### config.mk
export PLATFORM = sky130hd
export DESIGN_NAME = ksat_cell
export DESIGN_NICKNAME = d
export VERILOG_FILES = /design/src/hdl/ksat_pkg.sv /design/src/hdl/ksat_cell.sv
export SDC_FILE = /design/constraint.sdc
export NUM_CORES = 1
export LEC_CHECK = 0
export ABC_CLOCK_PERIOD_IN_PS = 5960
export BUFFER_PORTS_ARGS = -buffer_cell sky130_fd_sc_hd__buf_2
export CORE_MARGIN = 2
export CORE_UTILIZATION = 50
export DETAILED_ROUTE_END_ITERATION = 10
export MAX_ROUTING_LAYER = met4
export PLACE_DENSITY = 0.84
export SLEW_MARGIN = 0
export SYNTH_ARGS = -nofsm -noshare
export SYNTH_HDL_FRONTEND = slang
export SYNTH_SLANG_ARGS = --single-unit
### constraint.sdc
create_clock -name clk -period 5.96 [get_ports clk]
set_input_delay 0.298 -clock clk [delete_from_list [all_inputs] [get_ports clk]]
set_output_delay 0.298 -clock clk [all_outputs]
set_load 0.01 [all_outputs]
### src/hdl/ksat_pkg.sv
// shared types and constants of the keyed sum aggregation table
// no dependencies
`default_nettype none
package ksat_pkg;

  localparam int TABLE_DEPTH = 32;
  localparam int IDX_W       = (TABLE_DEPTH > 1) ? $clog2(TABLE_DEPTH) : 1;
  localparam int ID_W        = 24;
  localparam int QTY_W       = 16;
  localparam int AMT_W       = 24;
  localparam int TOT_W       = 32;

  localparam logic [1:0] ACT_ADD   = 2'd0;
  localparam logic [1:0] ACT_DUMP  = 2'd1;
  localparam logic [1:0] ACT_CLEAR = 2'd2;

  typedef enum logic [1:0] {
    ST_IDLE,
    ST_DRAIN_DUMP,
    ST_DRAIN_CLR,
    ST_DUMP
  } state_t;

  // add request walking down the chain
  typedef struct packed {
    logic             valid;
    logic             done;
    logic [ID_W-1:0]  id;
    logic [QTY_W-1:0] qty;
    logic [AMT_W-1:0] amt;
  } tok_t;

  // contents of one slot
  typedef struct packed {
    logic             used;
    logic [ID_W-1:0]  key;
    logic [TOT_W-1:0] qty;
    logic [TOT_W-1:0] amt;
  } slot_t;

  function automatic logic [TOT_W-1:0] sat_add(input logic [TOT_W-1:0] total,
                                               input logic [TOT_W-1:0] inc);
    logic [TOT_W:0] sum;
    sum = {1'b0, total} + {1'b0, inc};
    return sum[TOT_W] ? {TOT_W{1'b1}} : sum[TOT_W-1:0];
  endfunction

endpackage
`default_nettype wire

### src/hdl/ksat_cell.sv
// one slot of the table: key compare, claim and saturating totals
// depends on ksat_pkg
`default_nettype none
module ksat_cell (
  input  wire            clk,
  input  wire            rst_n,
  input  wire            clr,
  input  ksat_pkg::tok_t tok_in,
  output ksat_pkg::tok_t tok_out,
  output ksat_pkg::slot_t slot
);
  import ksat_pkg::*;

  logic             used_r, used_nxt;
  logic [ID_W-1:0]  key_r, key_nxt;
  logic [TOT_W-1:0] qty_r, qty_nxt;
  logic [TOT_W-1:0] amt_r, amt_nxt;
  logic             vld_r;
  tok_t             tok_r, tok_nxt;
  logic             hit, claim;

  always_comb begin
    hit      = tok_in.valid && !tok_in.done && used_r && (key_r == tok_in.id);
    claim    = tok_in.valid && !tok_in.done && !used_r;
    used_nxt = used_r;
    key_nxt  = key_r;
    qty_nxt  = qty_r;
    amt_nxt  = amt_r;
    if (clr) begin
      used_nxt = 1'b0;
    end else if (claim) begin
      used_nxt = 1'b1;
      key_nxt  = tok_in.id;
      qty_nxt  = TOT_W'(tok_in.qty);
      amt_nxt  = TOT_W'(tok_in.amt);
    end else if (hit) begin
      qty_nxt = sat_add(qty_r, TOT_W'(tok_in.qty));
      amt_nxt = sat_add(amt_r, TOT_W'(tok_in.amt));
    end
    tok_nxt      = tok_in;
    tok_nxt.done = tok_in.done | hit | claim;
  end

  always_ff @(posedge clk) begin
    if (!rst_n) begin
      used_r <= 1'b0;
      vld_r  <= 1'b0;
    end else begin
      used_r <= used_nxt;
      vld_r  <= tok_in.valid;
    end
    key_r <= key_nxt;
    qty_r <= qty_nxt;
    amt_r <= amt_nxt;
    tok_r <= tok_nxt;
  end

  always_comb begin
    tok_out       = tok_r;
    tok_out.valid = vld_r;
    slot.used     = used_r;
    slot.key      = key_r;
    slot.qty      = qty_r;
    slot.amt      = amt_r;
  end

endmodule
`default_nettype wire

# After elaboration in Yosys (flattened, before gate mapping)

Cells that the tools add are included.

Bits in registers: 155
Input bits: 69

Add/sub/neg operators: 2
Eq/ne operators: 1
Mux-type cells: 6
Bitwise logic cells: 4
Reduce and logical (&&, ||, !) cells: 10

Operator list:

| cell                                      | count |
|---|---|
| 32-bit 2-to-1 mux                         | 4 |
| 32-bit by 16-bit adder with 33-bit output | 1 |
| 32-bit by 24-bit adder with 33-bit output | 1 |
| 24-bit == test                            | 1 |
| 24-bit 2-to-1 mux                         | 1 |
| 16-bit 2-to-1 mux                         | 1 |
| 1-bit logical AND                         | 4 |
| 2-bit AND reduction                       | 2 |
| 1-bit zero test                           | 2 |
| 1-bit NOT                                 | 2 |
| 1-bit OR                                  | 2 |
| 2-bit nonzero test                        | 1 |
| 2-bit OR reduction                        | 1 |

# Depth between registers and ports, before layout

Depth after elaboration: 6
Depth in mapped cells: 11
Depth with buffers taken out: 10

# Worst setup path after synthesis

No wires, ideal clock.

Path kind: reg-to-reg
From: register key_r[18]
To: register amt_r[0], enable pin
Arrival: 3.860 ns
Path slack: 1.613 ns
Stages on the path, launching flop included: 7
Buffers on the path: 0
Cells stage by stage: edfxtp_1 > xor2_1 > nor4_1 > nand3_1 > nor3_1 > a21oi_1 > nor2_1

Word-level cells in the longest chain between the ends: 4

Ends and longest elaborated chain:

| element                       | line            | text |
|---|---|---|
| start: declaration            | ksat_cell.sv:15 | `logic [ID_W-1:0] key_r, key_nxt;` |
| start signal: assignment      | ksat_cell.sv:52 | `key_r <= key_nxt;` |
| 24-bit == test                | ksat_cell.sv:23 | `hit = tok_in.valid && !tok_in.done && used_r && (key_r == tok_in.id);` |
| 1-bit logical AND             | ksat_cell.sv:23 |  |
| 2-bit nonzero test (no line)  | -               |  |
| 2-bit AND reduction (no line) | -               |  |
| end signal: assignment        | ksat_cell.sv:54 | `amt_r <= amt_nxt;` |
| end: declaration              | ksat_cell.sv:17 | `logic [TOT_W-1:0] amt_r, amt_nxt;` |

Every way passes these cells.
A chain may end at the register's enable or synchronous reset.

# Final worst setup path

From: input port tok_in[24] in the netlist's numbering
To: register qty_r[10] (data pin)

Word-level cells in the longest chain between the ends: 4

Ends and longest elaborated chain:

| element                                   | line            | text |
|---|---|---|
| start: declaration                        | ksat_cell.sv:8  | `input ksat_pkg::tok_t tok_in,` |
| 32-bit by 16-bit adder with 33-bit output | ksat_pkg.sv:44  | `sum = {1'b0, total} + {1'b0, inc};` |
| 32-bit 2-to-1 mux                         | ksat_pkg.sv:45  | `return sum[TOT_W] ? {TOT_W{1'b1}} : sum[TOT_W-1:0];` |
| 32-bit 2-to-1 mux                         | ksat_cell.sv:36 | `end else if (hit) begin` |
| 16-bit 2-to-1 mux                         | ksat_cell.sv:31 | `end else if (claim) begin` |
| end signal: assignment                    | ksat_cell.sv:53 | `qty_r <= qty_nxt;` |
| end: declaration                          | ksat_cell.sv:16 | `logic [TOT_W-1:0] qty_r, qty_nxt;` |

Every way passes these cells. The select of a mux whose other input is x is not followed.

==> impl_metrics.yaml <==
clock_tree:
  cts_inserted_buffers: 17
  cts_max_level: 4
  clk_path_buf_depth: 2
  cts_tree: "yes"
  clk_pin_slew_ps: 70
  postCtsSetupBuffers: 0
  ctsResizeCount: 0
  cts_hold_buf: 56
  clock_latency_ps: 430
  clkSinkCount: 155
  cts-root-buf: "clkbuf_16"
critical_path:
  crit_path_top_delay_cell: "or4_1"
  cp-end-kind: "flop"
  cp-start-kind: "input port"
  slowest_delay_ps: 790
  crit_arrival_ps: 4070
  crit_path_max_fanout: 24
  critical-path-top-delay-family: "simple AND/OR/NAND/NOR gates"
  crit_type: "in2reg"
  crit_buf_inv: 2
  required_ps: 6140
  path_cells: "dlygate4sd3_1 -> buf_2 -> ha_1 -> fa_1 -> a21oi_1 -> nor2b_2 -> a311oi_1 -> nor2_2 -> a41oi_2 -> or4_1 -> nand2_1 -> o22a_1"
routing:
  vias: 6236
  wirelength_um: 19100
  via_per_inst: 5.51
  drt-initial-drc-count: 393
  ant_nets: 0
  dr.pass1.iters: 7
  wire_per_inst_um: 16.9
  drc: 0
floorplanning:
  start_util_pct: 50.7
  die_x_um: 125
  num_io_pins: 224
  rows: 44
  die_h_um: 125
  core_area_um2: 14400
  dieArea_um2: 15500
yosys:
  ys_ff_latch: 155
  synth_nets: 764
  synth_cells: 653
  synth_top_area_cell: "edfxtp_1"
  yosysSeqAreaShare_pct: 54.7
  ys.flop_type: "edfxtp_1"
  synthTopCellsByCount: "edfxtp_1, nor2_1, dfxtp_1"
  synthTopCellsByArea: "edfxtp_1, dfxtp_1, ha_1"
  yosys.area.top_type_share_pct: 36.3
  synth_most_common_cell: "edfxtp_1"
  yosys_warnings: 0
  syn_area_per_cell_um2: 11.1
  netlist_area_um2: 7280
  synthArstFlopShare_pct: 0
  synth_compound_area_share_pct: 15.8
  yosys.area_share.simple_pct: 12.0
  synthAdderAreaFrac_pct: 7.43
  synthMuxAreaShare_pct: 0.138
  synth_edf_count: 88
  synth_xor_area_share_pct: 7.82
  yosysUniqueCellTypes: 56
  synth_top_family_by_area: "compound AO/OA/AOI/OAI gates"
timing:
  rsz0062_at_grt: "false"
  final_hold_viol_count: 0
  max_freq_ghz: 0.257
  period_share_pct: 65.2
  maxSlewViolCount: 0
  holdWs_ps: 20.7
  post-route-min-period_ps: 3890
  fin_setup_tns_ps: 0
  setup_viol: 0
  fin_skew_ps: 13.2
  tightest_slew_ps: 1200
  relSlewSlack_pct: 19.7
finish:
  stdcell_area_um2: 9670
  area_growth_pct: 32.9
  instances_no_fill: 1131
  drive_gt1_share_pct: 28.7
  n_antenna_cell: 0
  final_nets: 1045
  final_core_util_pct: 67.3
placement:
  place_inst: 1043
  placed_cell_area_um2: 8560
  placement.io_buffers: 223
  gp_congestion: 0.897
  place_hpwl_um: 12700
power:
  clkPwrFrac_pct: 38.5
  internal_power_mw: 1.94
  pwr-share-seq_pct: 45.2
  p_per_area_nw_per_um2: 277
  p_leak_nw: 4.07
  pwr-share-comb_pct: 16.3
  sw_frac_of_total_pct: 27.7
  vdd_ir_drop_max_mv: 0.213
  p_sw_mw: 0.744
run:
  cap_violations: 0
outcome:
  status: "complete, no violations"
global_route:
  antenna_found_initial: 0
  grt_pass1_wl_um: 30500
  grt.overflow.total: 0
  grt_max_degree: 69
  grt_pass1_vias: 6132
  grt_usage_pct: 25.2
min_path:
  hp-class: "in2reg"
-- through the flow --
step           power, mW  worst slack (ps)
2_1_floorplan       1.50              1610
3_3_place_gp        1.62              2300
3_5_place_dp        1.64              2200
4_1_cts             2.69              2090
5_1_grt             2.80              1810
6_report            2.68              2070
-- power by group through the flow --
stage	Clock (mW)	Combinational, mW	Sequential [mW]
finish	1.03	0.437	1.21
global route	1.10	0.480	1.22
CTS	1.05	0.431	1.21
detailed placement	0	0.401	1.24
global placement	0	0.391	1.23
floorplan	0	0.244	1.26
-- registers in the layout, summed over array words and instances (netlist names) --
signal and count:
used_r 1, key_r 24, tok_out 65, vld_r 1
qty_r 32, amt_r 32
-- kinds of logic after synthesis --
group / count (synthesis)
flops: 155
buf+inv: 31
mux: 1
xor+xnor: 65
fa+ha+maj: 42
simple gates: 184
compound gates: 175
-- worst register-to-register path: cells and delay by family, from the launching register on --
kind	cells	cell delay, ps
AND/OR/NAND/NOR	4	1250
AO/OA/AOI/OAI	4	1210
adder cells (fa/ha/maj)	2	650
flip-flops	1	390
-- path summary, 6_finish.rpt --
check / depth (start not counted) / endpoint / slack (ps) / start
hold / removal: 1 / tok_out[33] / 20 / tok_in[33]
setup reg to reg: 10 / qty_r[10] / 2210 / qty_r[0]
hold reg to reg: 2 / used_r / 550 / used_r
setup / recovery: 12 / qty_r[10] / 2070 / tok_in[24]
-- metal layers --
metal / up-vias / GRT usage [%] / part of all wire (%)
met5: - / - / 0
met4: 0 / 11.8 / 3.2
met3: 49 / 6.70 / 6.8
met2: 279 / 40.8 / 50
met1: 2897 / 29.3 / 40
li1: 3011 / - / -
-- area by class of cell --
type / count / area, µm²
Multi-Input combinational cell: 467 / 3160
Tap cell: 184 / 230
Timing Repair Buffer: 282 / 1700
Fill cell: 1056 / 4690
Sequential cell: 155 / 3980
Clock inverter: 14 / 129
Inverter: 11 / 41.3
Clock buffer: 18 / 429
-- cells in the final DEF (no fill, tap or decap), types with 3 or more instances in the layout --
cell type,Yosys,layout
a211oi_1,7,7
a21o_1,12,12
a21oi_1,57,57
a311oi_1,8,8
a31oi_1,35,35
and2_1,5,5
and3_1,9,9
buf_2,2,223
buf_4,2,3
clkbuf_16,0,17
clkinvlp_4,0,3
dfxtp_1,67,67
dlygate4sd3_1,0,56
edfxtp_1,88,88
ha_1,40,40
inv_1,11,11
inv_6,0,5
nand2_1,35,35
nand2b_1,4,3
nand3_1,12,12
nand4_1,13,13
nor2_1,74,72
nor2b_1,6,5
nor3_1,9,9
o21a_1,3,3
o21ai_0,20,20
o21bai_1,3,3
o22a_1,12,12
o31ai_1,3,3
xnor2_1,44,44
xor2_1,21,21
(Power assumes the default switching activity.)
